File: src/rtl/gbaim_pkg.sv
// Shared types and constants for the granule bank address/index map.
// Holds the channel payload structs, the bank map struct and register codes.
// No dependencies.
package gbaim_pkg;

    localparam int ADDR_W        = 48;
    localparam int IDX_W         = 36;
    localparam int GRANULE_SHIFT = 12;
    localparam int BANK_LIMIT    = 2;
    localparam int REG_BANKS     = 2;
    localparam int CNT_W         = ADDR_W - GRANULE_SHIFT + 1;
    localparam int TOT_W         = CNT_W + 1;
    localparam int CFG_IDX_W     = 3;
    localparam int BCNT_W        = 2;

    // Register indexes on the configuration port
    localparam logic [CFG_IDX_W-1:0] REG_BANK_COUNT  = 3'd0;
    localparam logic [CFG_IDX_W-1:0] REG_BANK0_START = 3'd1;
    localparam logic [CFG_IDX_W-1:0] REG_BANK0_END   = 3'd2;
    localparam logic [CFG_IDX_W-1:0] REG_BANK1_START = 3'd3;
    localparam logic [CFG_IDX_W-1:0] REG_BANK1_END   = 3'd4;

    // Commands
    localparam logic CMD_ADDR_TO_IDX = 1'b0;
    localparam logic CMD_IDX_TO_ADDR = 1'b1;

    localparam logic [BCNT_W-1:0] BANK_CAP =
        (BANK_LIMIT < REG_BANKS) ? BCNT_W'(BANK_LIMIT) : BCNT_W'(REG_BANKS);

    typedef struct packed {
        logic              command;
        logic [ADDR_W-1:0] address;
        logic [IDX_W-1:0]  granule_index;
    } gbaim_in_t;

    typedef struct packed {
        logic [ADDR_W-1:0] result_value;
        logic              valid_res;
    } gbaim_out_t;

    // Bank map as seen by the translation logic; counts are zero for unused banks
    typedef struct packed {
        logic [BCNT_W-1:0] banks;
        logic [ADDR_W-1:0] start0;
        logic [ADDR_W-1:0] end0;
        logic [ADDR_W-1:0] start1;
        logic [ADDR_W-1:0] end1;
        logic [CNT_W-1:0]  cnt0;
        logic [CNT_W-1:0]  cnt1;
        logic [TOT_W-1:0]  total;
    } gbaim_map_t;

endpackage

File: src/rtl/gbaim_cfg_regs.sv
// Configuration registers and derived bank granule counts.
// Depends on gbaim_pkg.
module gbaim_cfg_regs (
    input  logic                              aclk,
    input  logic                              aresetn,
    input  logic                              cfg_valid,
    output logic                              cfg_ready,
    input  logic [gbaim_pkg::CFG_IDX_W-1:0]   cfg_index,
    input  logic [gbaim_pkg::ADDR_W-1:0]      cfg_data,
    output gbaim_pkg::gbaim_map_t             map
);
    import gbaim_pkg::*;

    logic [BCNT_W-1:0] bank_count_reg;
    logic [ADDR_W-1:0] start0_reg, end0_reg, start1_reg, end1_reg;
    gbaim_map_t        map_reg, map_next;

    logic [BCNT_W-1:0] banks;
    logic [ADDR_W:0]   span0, span1;
    logic [CNT_W-1:0]  cnt0, cnt1;

    assign cfg_ready = 1'b1;

    always_ff @(posedge aclk) begin
        if (!aresetn) begin
            bank_count_reg <= '0;
            start0_reg     <= '0;
            end0_reg       <= '0;
            start1_reg     <= '0;
            end1_reg       <= '0;
        end else if (cfg_valid && cfg_ready) begin
            case (cfg_index)
                REG_BANK_COUNT:  bank_count_reg <= cfg_data[BCNT_W-1:0];
                REG_BANK0_START: start0_reg     <= cfg_data;
                REG_BANK0_END:   end0_reg       <= cfg_data;
                REG_BANK1_START: start1_reg     <= cfg_data;
                REG_BANK1_END:   end1_reg       <= cfg_data;
                default: ;
            endcase
        end
    end

    always_comb begin
        banks = (bank_count_reg > BANK_CAP) ? BANK_CAP : bank_count_reg;
        span0 = {1'b0, end0_reg} - {1'b0, start0_reg} + (ADDR_W+1)'(1);
        span1 = {1'b0, end1_reg} - {1'b0, start1_reg} + (ADDR_W+1)'(1);
        // reversed or unused banks hold no granules
        cnt0  = (end0_reg >= start0_reg && banks >= 2'd1) ?
                span0[ADDR_W:GRANULE_SHIFT] : '0;
        cnt1  = (end1_reg >= start1_reg && banks >= 2'd2) ?
                span1[ADDR_W:GRANULE_SHIFT] : '0;
        map_next        = '0;
        map_next.banks  = banks;
        map_next.start0 = start0_reg;
        map_next.end0   = end0_reg;
        map_next.start1 = start1_reg;
        map_next.end1   = end1_reg;
        map_next.cnt0   = cnt0;
        map_next.cnt1   = cnt1;
        map_next.total  = TOT_W'(cnt0) + TOT_W'(cnt1);
    end

    always_ff @(posedge aclk) begin
        if (!aresetn) begin
            map_reg <= '0;
        end else begin
            map_reg <= map_next;
        end
    end

    assign map = map_reg;

    a_banks_capped: assert property (@(posedge aclk) disable iff (!aresetn)
        map_reg.banks <= BANK_CAP)
        else $error("bank count in use exceeds cap");
    a_unused_bank_empty: assert property (@(posedge aclk) disable iff (!aresetn)
        (map_reg.banks < 2'd2) |-> (map_reg.cnt1 == '0))
        else $error("unused bank carries granules");
    a_empty_map: assert property (@(posedge aclk) disable iff (!aresetn)
        (map_reg.banks == 2'd0) |-> (map_reg.total == '0))
        else $error("empty map has nonzero total");

endmodule

File: src/rtl/gbaim_xlate.sv
// Combinational address/index translation over the registered bank map.
// Depends on gbaim_pkg.
module gbaim_xlate (
    input  gbaim_pkg::gbaim_in_t   item,
    input  gbaim_pkg::gbaim_map_t  map,
    output gbaim_pkg::gbaim_out_t  res
);
    import gbaim_pkg::*;

    logic              aligned, in0, in1, hit0, in_range;
    logic [ADDR_W-1:0] diff0, diff1;
    logic [ADDR_W-1:0] idx_res, addr_res;
    logic [TOT_W-1:0]  idx_off;
    logic              ok;

    always_comb begin
        aligned = (item.address[GRANULE_SHIFT-1:0] == '0);
        in0 = (map.banks >= 2'd1) && (item.address >= map.start0)
              && (item.address <= map.end0);
        in1 = (map.banks >= 2'd2) && (item.address >= map.start1)
              && (item.address <= map.end1);
        diff0 = item.address - map.start0;
        diff1 = item.address - map.start1;
        // first matching bank wins
        if (in0) begin
            idx_res = ADDR_W'(diff0[ADDR_W-1:GRANULE_SHIFT]);
        end else begin
            idx_res = ADDR_W'(map.cnt0) + ADDR_W'(diff1[ADDR_W-1:GRANULE_SHIFT]);
        end

        in_range = TOT_W'(item.granule_index) < map.total;
        hit0     = CNT_W'(item.granule_index) < map.cnt0;
        idx_off  = TOT_W'(item.granule_index) - TOT_W'(map.cnt0);
        if (hit0) begin
            addr_res = map.start0 + (ADDR_W'(item.granule_index) << GRANULE_SHIFT);
        end else begin
            addr_res = map.start1 + (ADDR_W'(idx_off) << GRANULE_SHIFT);
        end

        case (item.command)
            CMD_ADDR_TO_IDX: ok = (map.total != '0) && aligned && (in0 || in1);
            CMD_IDX_TO_ADDR: ok = in_range;
            default:         ok = 1'b0;
        endcase

        res.valid_res    = ok;
        res.result_value = !ok ? '0 :
                           (item.command == CMD_IDX_TO_ADDR) ? addr_res : idx_res;
    end

endmodule

File: src/rtl/granule_bank_address_index_map.sv
// Granule bank address/index map. Each transfer is one command: address to
// granule index, or granule index to granule base address, over up to two
// banks. An item passes an input register, the translation logic and an
// output register: one item per cycle sustained while m_ready holds, set
// by the single register stage on each side of the translation. Bank counts
// are derived from the configuration registers and held in a registered map;
// results never stall the input while the output register can drain.
// Depends on gbaim_pkg, gbaim_cfg_regs and gbaim_xlate.
module granule_bank_address_index_map (
    input  logic                             aclk,
    input  logic                             aresetn,
    input  logic                             s_valid,
    output logic                             s_ready,
    input  gbaim_pkg::gbaim_in_t             s_data,
    output logic                             m_valid,
    input  logic                             m_ready,
    output gbaim_pkg::gbaim_out_t            m_data,
    input  logic                             cfg_valid,
    output logic                             cfg_ready,
    input  logic [gbaim_pkg::CFG_IDX_W-1:0]  cfg_index,
    input  logic [gbaim_pkg::ADDR_W-1:0]     cfg_data
);
    import gbaim_pkg::*;

    gbaim_map_t  map;
    gbaim_in_t   in_data_reg;
    logic        in_vld_reg;
    gbaim_out_t  out_data_reg, xlate_res;
    logic        out_vld_reg;
    logic        out_free, in_free;

    gbaim_cfg_regs u_cfg (
        .aclk      (aclk),
        .aresetn   (aresetn),
        .cfg_valid (cfg_valid),
        .cfg_ready (cfg_ready),
        .cfg_index (cfg_index),
        .cfg_data  (cfg_data),
        .map       (map)
    );

    gbaim_xlate u_xlate (
        .item (in_data_reg),
        .map  (map),
        .res  (xlate_res)
    );

    assign out_free = !out_vld_reg || m_ready;
    assign in_free  = !in_vld_reg || out_free;
    assign s_ready  = in_free;

    always_ff @(posedge aclk) begin
        if (!aresetn) begin
            in_vld_reg <= 1'b0;
        end else if (in_free) begin
            in_vld_reg <= s_valid;
        end
    end

    always_ff @(posedge aclk) begin
        if (in_free && s_valid) begin
            in_data_reg <= s_data;
        end
    end

    always_ff @(posedge aclk) begin
        if (!aresetn) begin
            out_vld_reg <= 1'b0;
        end else if (out_free) begin
            out_vld_reg <= in_vld_reg;
        end
    end

    // advance the translated item only when the output slot drains
    always_ff @(posedge aclk) begin
        if (out_free && in_vld_reg) begin
            out_data_reg <= xlate_res;
        end
    end

    assign m_valid = out_vld_reg;
    assign m_data  = out_data_reg;

    a_invalid_zero: assert property (@(posedge aclk) disable iff (!aresetn)
        (m_valid && !m_data.valid_res) |-> (m_data.result_value == '0))
        else $error("invalid result carries nonzero value");
    a_empty_ready: assert property (@(posedge aclk) disable iff (!aresetn)
        !in_vld_reg |-> s_ready)
        else $error("empty input stage refuses a transfer");
    a_advance: assert property (@(posedge aclk) disable iff (!aresetn)
        (in_vld_reg && out_free) |=> out_vld_reg)
        else $error("item in input stage was lost");

endmodule
File: config.mk
export PLATFORM = sky130hd
export DESIGN_NAME = granule_bank_address_index_map
export DESIGN_NICKNAME = d
export VERILOG_FILES = /design/src/rtl/gbaim_pkg.sv /design/src/rtl/gbaim_cfg_regs.sv /design/src/rtl/gbaim_xlate.sv /design/src/rtl/granule_bank_address_index_map.sv
export SDC_FILE = /design/constraint.sdc
export NUM_CORES = 2
export LEC_CHECK = 0
export ABC_AREA = 1
export BUFFER_PORTS_ARGS = -buffer_cell sky130_fd_sc_hd__buf_4
export CAP_MARGIN = 15
export CELL_PAD_IN_SITES_DETAIL_PLACEMENT = 1
export CELL_PAD_IN_SITES_GLOBAL_PLACEMENT = 2
export CORE_UTILIZATION = 36
export DETAILED_ROUTE_END_ITERATION = 10
export PLACE_DENSITY = 0.79
export SKIP_CTS_REPAIR_TIMING = 1
export SLEW_MARGIN = 20
export SYNTH_ARGS = -nofsm -noshare
export SYNTH_HDL_FRONTEND = slang
export SYNTH_SLANG_ARGS = --single-unit
File: constraint.sdc
create_clock -name aclk -period 5.8 [get_ports aclk]
set_clock_uncertainty 0.1 [all_clocks]
set_input_delay 0.29 -clock aclk [delete_from_list [all_inputs] [get_ports aclk]]
set_output_delay 0.29 -clock aclk [all_outputs]
set_load 0.005 [all_outputs]
Word-level counts from Yosys, hierarchy flattened
Cells that the tools add are included.
{ "word_totals": {"register_bits": 599, "elab_cells": 78, "input_bits": 141, "output_inout_bits": 52} }
{ "op_classes": {"muxes": 7, "n_addsub": 11, "n_eq_ne": 4, "bitwise_logic": 1, "n_lt_le_gt_ge": 13, "n_reduce_logical": 23} }
{ "ops": {"columns": ["op", "count"], "rows": [
  ["$ge 48x48->1", 4],
  ["$mux 48", 3],
  ["$add 49x1->49 const B", 2],
  ["$sub 48x48->49", 2],
  ["$add 48x48->48", 2],
  ["$le 48x48->1", 2],
  ["$sub 48x48->48", 2],
  ["$mux 37", 2],
  ["$add 37x36->38", 1],
  ["$add 37x37->38", 1],
  ["$lt 36x38->1", 1],
  ["$reduce_bool 38->1", 1],
  ["$lt 36x37->1", 1],
  ["$sub 36x36->36", 1],
  ["$logic_not 12->1", 1],
  ["$logic_and 1x1->1", 10],
  ["$reduce_and 2->1", 5],
  ["$eq 3x2->1 const B", 2],
  ["$ge 2x1->1 const B", 2],
  ["$ge 2x2->1 const B", 2],
  ["$eq 3x1->1 const B", 1],
  ["$eq 3x3->1 const B", 1],
  ["$logic_not 3->1", 1],
  ["$logic_or 1x1->1", 3],
  ["other kinds (5)", 6]
]} }

Depth between registers and ports, before layout
{ "logic_depth": {"ltp_word": 6, "mapped_depth": 32, "mapped_depth_nobuf": 32} }

Cells and area by module
A second synthesis with hierarchy kept.
{ "hier_totals": {"hier_cells": 8713, "area_unflattened_um2": 55051.5} }
{ "modules_own_cells": {"columns": ["module", "n_inst", "area_per_inst_um2", "cells_each", "seq_area_each_um2"], "rows": [
  ["gbaim_cfg_regs", 1, 29069.1, 4370, 10009.6],
  ["gbaim_xlate", 1, 21863.5, 4196, 0.0],
  ["granule_bank_address_index_map", 1, 4119.0, 147, 4063.9]
]} }

Worst setup path after synthesis
OpenSTA, ideal clock, no wires.
{ "synth_path": {"path_type": "reg-to-reg", "from": "register u_cfg.start1_reg[4]", "to": "register u_cfg.map_reg (netlist bit u_cfg.map[32])", "synth_period_minus_slack_ns": 4.171, "required_time_ns": 5.587, "path_stages_with_launch": 31, "setup_time_ns": 0.113, "t_arrival_ns": 3.958, "n_path_buf": 0, "setup_slack_ns": 1.629, "cell_sequence": "dfxtp_1 -> inv_1 -> ha_1 -> inv_1 -> fa_1 -> inv_1 -> nand2_1 -> nor2_1 -> nand2_1 -> nand3_1 -> inv_1 -> o21ai_0 -> nand2_1 -> nand2_1 -> xor2_1 -> nor2_1 -> ha_1 -> inv_1 -> fa_1 -> inv_1 -> nand2_1 -> o21ai_0 -> nand2_1 -> nand2_1 -> a21oi_1 -> o21ai_0 -> nand4_1 -> nand4_1 -> nand2_1 -> nand2_1 -> nor2_1"} }
{ "synth_between": {"elab_chain_len": 4, "elab_cells_between_ends": 6, "cone_classes": "add/sub: 3; order compare: 1; mux: 1; reduce/logical: 1"} }
{ "synth_rtl": {"columns": ["element", "line_no", "source"], "rows": [
  ["start, declared", "gbaim_cfg_regs.sv:15", "logic [ADDR_W-1:0] start0_reg, end0_reg, start1_reg, end1_reg;"],
  ["start signal, assigned", "gbaim_cfg_regs.sv:36", "REG_BANK1_START: start1_reg <= cfg_data;"],
  ["$sub 48x48->49 or $ge 48x48->1 (tied branches)", "gbaim_cfg_regs.sv:46, gbaim_cfg_regs.sv:50", null],
  ["$add 49x1->49 or $logic_and 1x1->1 (tied branches)", "gbaim_cfg_regs.sv:46, gbaim_cfg_regs.sv:50", null],
  ["$mux 37 (*)", "gbaim_cfg_regs.sv:50", "cnt1 = (end1_reg >= start1_reg && banks >= 2'd2) ?"],
  ["$add 37x37->38 (*)", "gbaim_cfg_regs.sv:60", "map_next.total = TOT_W'(cnt0) + TOT_W'(cnt1);"],
  ["end signal, assigned", "gbaim_cfg_regs.sv:67", "map_reg <= map_next;"],
  ["end, declared", "gbaim_cfg_regs.sv:16", "gbaim_map_t map_reg, map_next;"]
]} }
Every way passes the cells marked *; elsewhere a longest branch is shown, timed or not.
A chain may end at the register's enable or synchronous reset.

Final worst setup path
{ "layout_path": {"from": "register u_cfg.start0_reg[12]", "to": "register u_cfg.map_reg (netlist bit u_cfg.map[24])"} }
{ "layout_between": {"elab_chain_len": 4, "elab_cells_between_ends": 6, "cone_classes": "add/sub: 3; order compare: 1; mux: 1; reduce/logical: 1"} }
{ "layout_rtl": {"columns": ["element", "line_no", "source"], "rows": [
  ["start, declared", "gbaim_cfg_regs.sv:15", null],
  ["start signal, assigned", "gbaim_cfg_regs.sv:34", "REG_BANK0_START: start0_reg <= cfg_data;"],
  ["$sub 48x48->49 or $ge 48x48->1 (tied branches)", "gbaim_cfg_regs.sv:45, gbaim_cfg_regs.sv:48", null],
  ["$add 49x1->49 or $logic_and 1x1->1 (tied branches)", "gbaim_cfg_regs.sv:45, gbaim_cfg_regs.sv:48", null],
  ["$mux 37 (*)", "gbaim_cfg_regs.sv:48", "cnt0 = (end0_reg >= start0_reg && banks >= 2'd1) ?"],
  ["named net u_cfg.cnt0[10]", "gbaim_cfg_regs.sv:20", "logic [CNT_W-1:0] cnt0, cnt1;"],
  ["$add 37x37->38 (*)", "gbaim_cfg_regs.sv:60", null]
]} }
Mark *: on every way through the listed nets, which the timed path passes. The rest lies on a longest branch.

==> metrics.txt <==
Max-Cap Viols=0; Initial DRC Count=4213; final hold vios=0; max-slew headroom at the worst pin=25.8%; CP max-delay cell=fa_1; synth unique cells=59; Static Leak=29.4 nW; CP Buf/Inv Count=5; fin. max-slew vios=0; Vias=54400; Int Power=0.00873 W; CTS tree=built; Post-Syn Area=51600 sq um; largest net degree at the start of global routing=228; wire length per cell=25.9 microns; share of cells above drive strength 1=5.93%; DIE AREA=145000 sq um; number of flops mapped to enable cells by yosys=134; final period utilization=94.7%; Synth Instances=7896; Hold WC Path Type=input port to flip-flop; Routed WL=264000 microns; count of port buffers added during placement=191; final setup violation count=0; Hold Path Stages=6; fmax=182 MHz; global-route wire length before repair=371000 microns; sequential power share=32.3%; Root Buffer=clkbuf_16; Hold Path Sink=u_cfg.bank_count_reg[0]$_SDFFE_PN0P_; commonest non-fill, non-tap cell in the layout=nand2_1; main flop type after synthesis=dfxtp_1; area of the core=142000 sq um; vias in the first global route=54900; All-Layer GR Usage=35.2%; pwr dens=244 nW/um^2; IR drop worst, VDD=0.217 mV; Crit path largest cell delay=0.62 ns; final core utilization=41.9%; R2R depth=22; number of flip-flops under the largest register name=269; Yosys warnings=0; switching pwr=0.00579 W; Die Height=381 microns; status=finished, final reports clean; via/cell ratio=5.34; DRC=0; gpl congestion=1.02; R2R Path Start=u_cfg.start0_reg[12]$_SDFFE_PN0P_; commonest non-fill, non-tap cells in the layout=nand2_1 (1751), inv_1 (1446), nor2_1 (927); clock share of power=33.9%; critical path data arrival time=6.02 ns; total CTS buffers=75; crit-path max FO=5; DRT Pass-1 Iters=6; nets@finish=9030; cell family with most CP delay=compound AO/OA/AOI/OAI gates; CTS clk-pin slew, worst paths=0.06 ns; setup tns final=0 ns; Critical Path RT=6.33 ns; Setup CP Type=flip-flop to flip-flop; DIE WIDTH=381 microns; IO Pins=193; Initial Utilization=36.4%; Seq/Total Area, Yosys=25.8%; combinational power share=33.8%; area grow syn2layout=15.2%; startpoint types=flip-flop; total congestion overflow=0; CP Cell Sequence=inv_1, ha_1, inv_1, fa_1, inv_1, a21oi_1, o21ai_0, a21oi_1, o21ai_0, buf_4, a31oi_1, xor2_1, nor2_1, ha_1, nand2_1, o21ai_0, a21oi_1, inv_1, a21oi_1, o21ai_0, o21ai_0, a21oi_1; Yosys reg bits=599; clk buf depth=3; fill count=18600; Sink Count=599; Slew @ Worst Pin=1.11 ns; Sw Ratio=39.9%; num rows=138; CTS H-tree lvls=3; HP Start=cfg_index[2]; dpl hpwl=225000 microns; Reg-to-Reg End=u_cfg.map[24]$_SDFF_PN0_; initial antenna violation count=24; Final Critical Period=5.49 ns; syn_area_per_cell=6.54 sq um; FF-to-FF setup slack=0.31 ns; CP Capture Type=flip-flop; final antenna-violating net count=0; Synth async-reset ratio=0%; Clk Latency, worst-skew pair=0.71 ns; Post-Syn Nets=8685
[cells by family (layout without fill, tap and decap cells)]
logic type,count (synthesis),after routing,synth area share [%]
DFF,599,599,25.8
adders and majority gates,648,648,16.4
buffers and inverters,1612,2019,11.9
and+or+nand+nor,3366,3366,26.9
AOI/OAI and AO/OA,1476,1476,15.7
other,1,7,0.00726
xor gates and xnor gates,194,194,3.29
[cells in the mapped netlist, types with 68 or more instances]
library cell,number,area [sq um]
nand4_1,117,732
nand2_1,1752,6580
edfxtp_1,134,4020
dfxtp_1,465,9310
xnor2_1,70,613
xor2_1,124,1090
o21ai_0,501,2510
o21bai_1,68,510
inv_1,1450,5440
nor2_1,927,3480
nor3_1,116,581
clkbuf_1,108,405
ha_1,597,7470
nand3_1,351,1760
a21oi_1,672,3360
[area by class of cell]
type                       instances  area, sq um  area share, %
clock inverter                    31          354          0.596
antenna                            6         15.0         0.0253
clock buffer                     108         2190           3.69
inverter                        1479         5550           9.34
sequential                       599        13300           22.4
tap                             1890         2360           3.98
multi-input combinational       5685        32200           54.2
timing repair buffer             401         3400           5.72
[worst min-delay path, cell delays in order]
cell and delay [ns]:
buf_4 0.09, nor2_1 0.09, inv_1 0.09, nor2_1 0.05
inv_1 0.08, a21oi_1 0.07
[routing by layer]
layer / wire [microns] / global-route usage (%)
met5: 68 / 0
met2: 116000 / 55.9
met4: 15500 / 17.9
met3: 13600 / 3.56
met1: 118000 / 47.3
[power groups by stage]
| stage | logic (W) | registers [W] | clock network [W] |
|---|---|---|---|
| floorplan | 0.00290 | 0.00460 | 0 |
| global placement | 0.00469 | 0.00476 | 0 |
| detailed placement | 0.00474 | 0.00476 | 0 |
| CTS | 0.00477 | 0.00468 | 0.00498 |
| global route | 0.00533 | 0.00469 | 0.00514 |
| finish | 0.00491 | 0.00469 | 0.00492 |
[metrics by stage]
| step | cell area, sq um | power, W | hold slack, ns | setup slack, ns | instances |
|---|---|---|---|---|---|
| 2_1_floorplan | 51600 | 0.00750 | 0.289 | 1.63 | 7896 |
| 3_3_place_gp | 55400 | 0.00945 | 0.320 | 0.0879 | 9916 |
| 3_5_place_dp | 55400 | 0.00951 | 0.334 | 0.0449 | 9916 |
| 4_1_cts | 58000 | 0.0144 | -0.393 | 0.0182 | 10100 |
| 5_1_grt | 59400 | 0.0152 | 0.0347 | -0.00471 | 10200 |
| 6_report | 59400 | 0.0145 | 0.00195 | 0.310 | 10200 |
[worst max-delay path by stage]
stage | startpoint | endpoint | slack, ns | depth (start not counted)
2_1_floorplan | u_cfg.start1_reg[4]$_SDFFE_PN0P_ | u_cfg.map[32]$_SDFF_PN0_ | 1.63 | 30
3_3_place_gp | u_cfg.start0_reg[42]$_SDFFE_PN0P_ | u_cfg.map[30]$_SDFF_PN0_ | 0.09 | 23
3_5_place_dp | u_cfg.start0_reg[42]$_SDFFE_PN0P_ | u_cfg.map[30]$_SDFF_PN0_ | 0.04 | 23
4_1_cts | u_cfg.start0_reg[42]$_SDFFE_PN0P_ | u_cfg.map[30]$_SDFF_PN0_ | 0.02 | 23
5_1_grt | u_cfg.start0_reg[6]$_SDFFE_PN0P_ | u_cfg.map[24]$_SDFF_PN0_ | -0.005 | 27
6_report | u_cfg.start0_reg[12]$_SDFFE_PN0P_ | u_cfg.map[24]$_SDFF_PN0_ | 0.31 | 22
(Power assumes the default switching activity.)
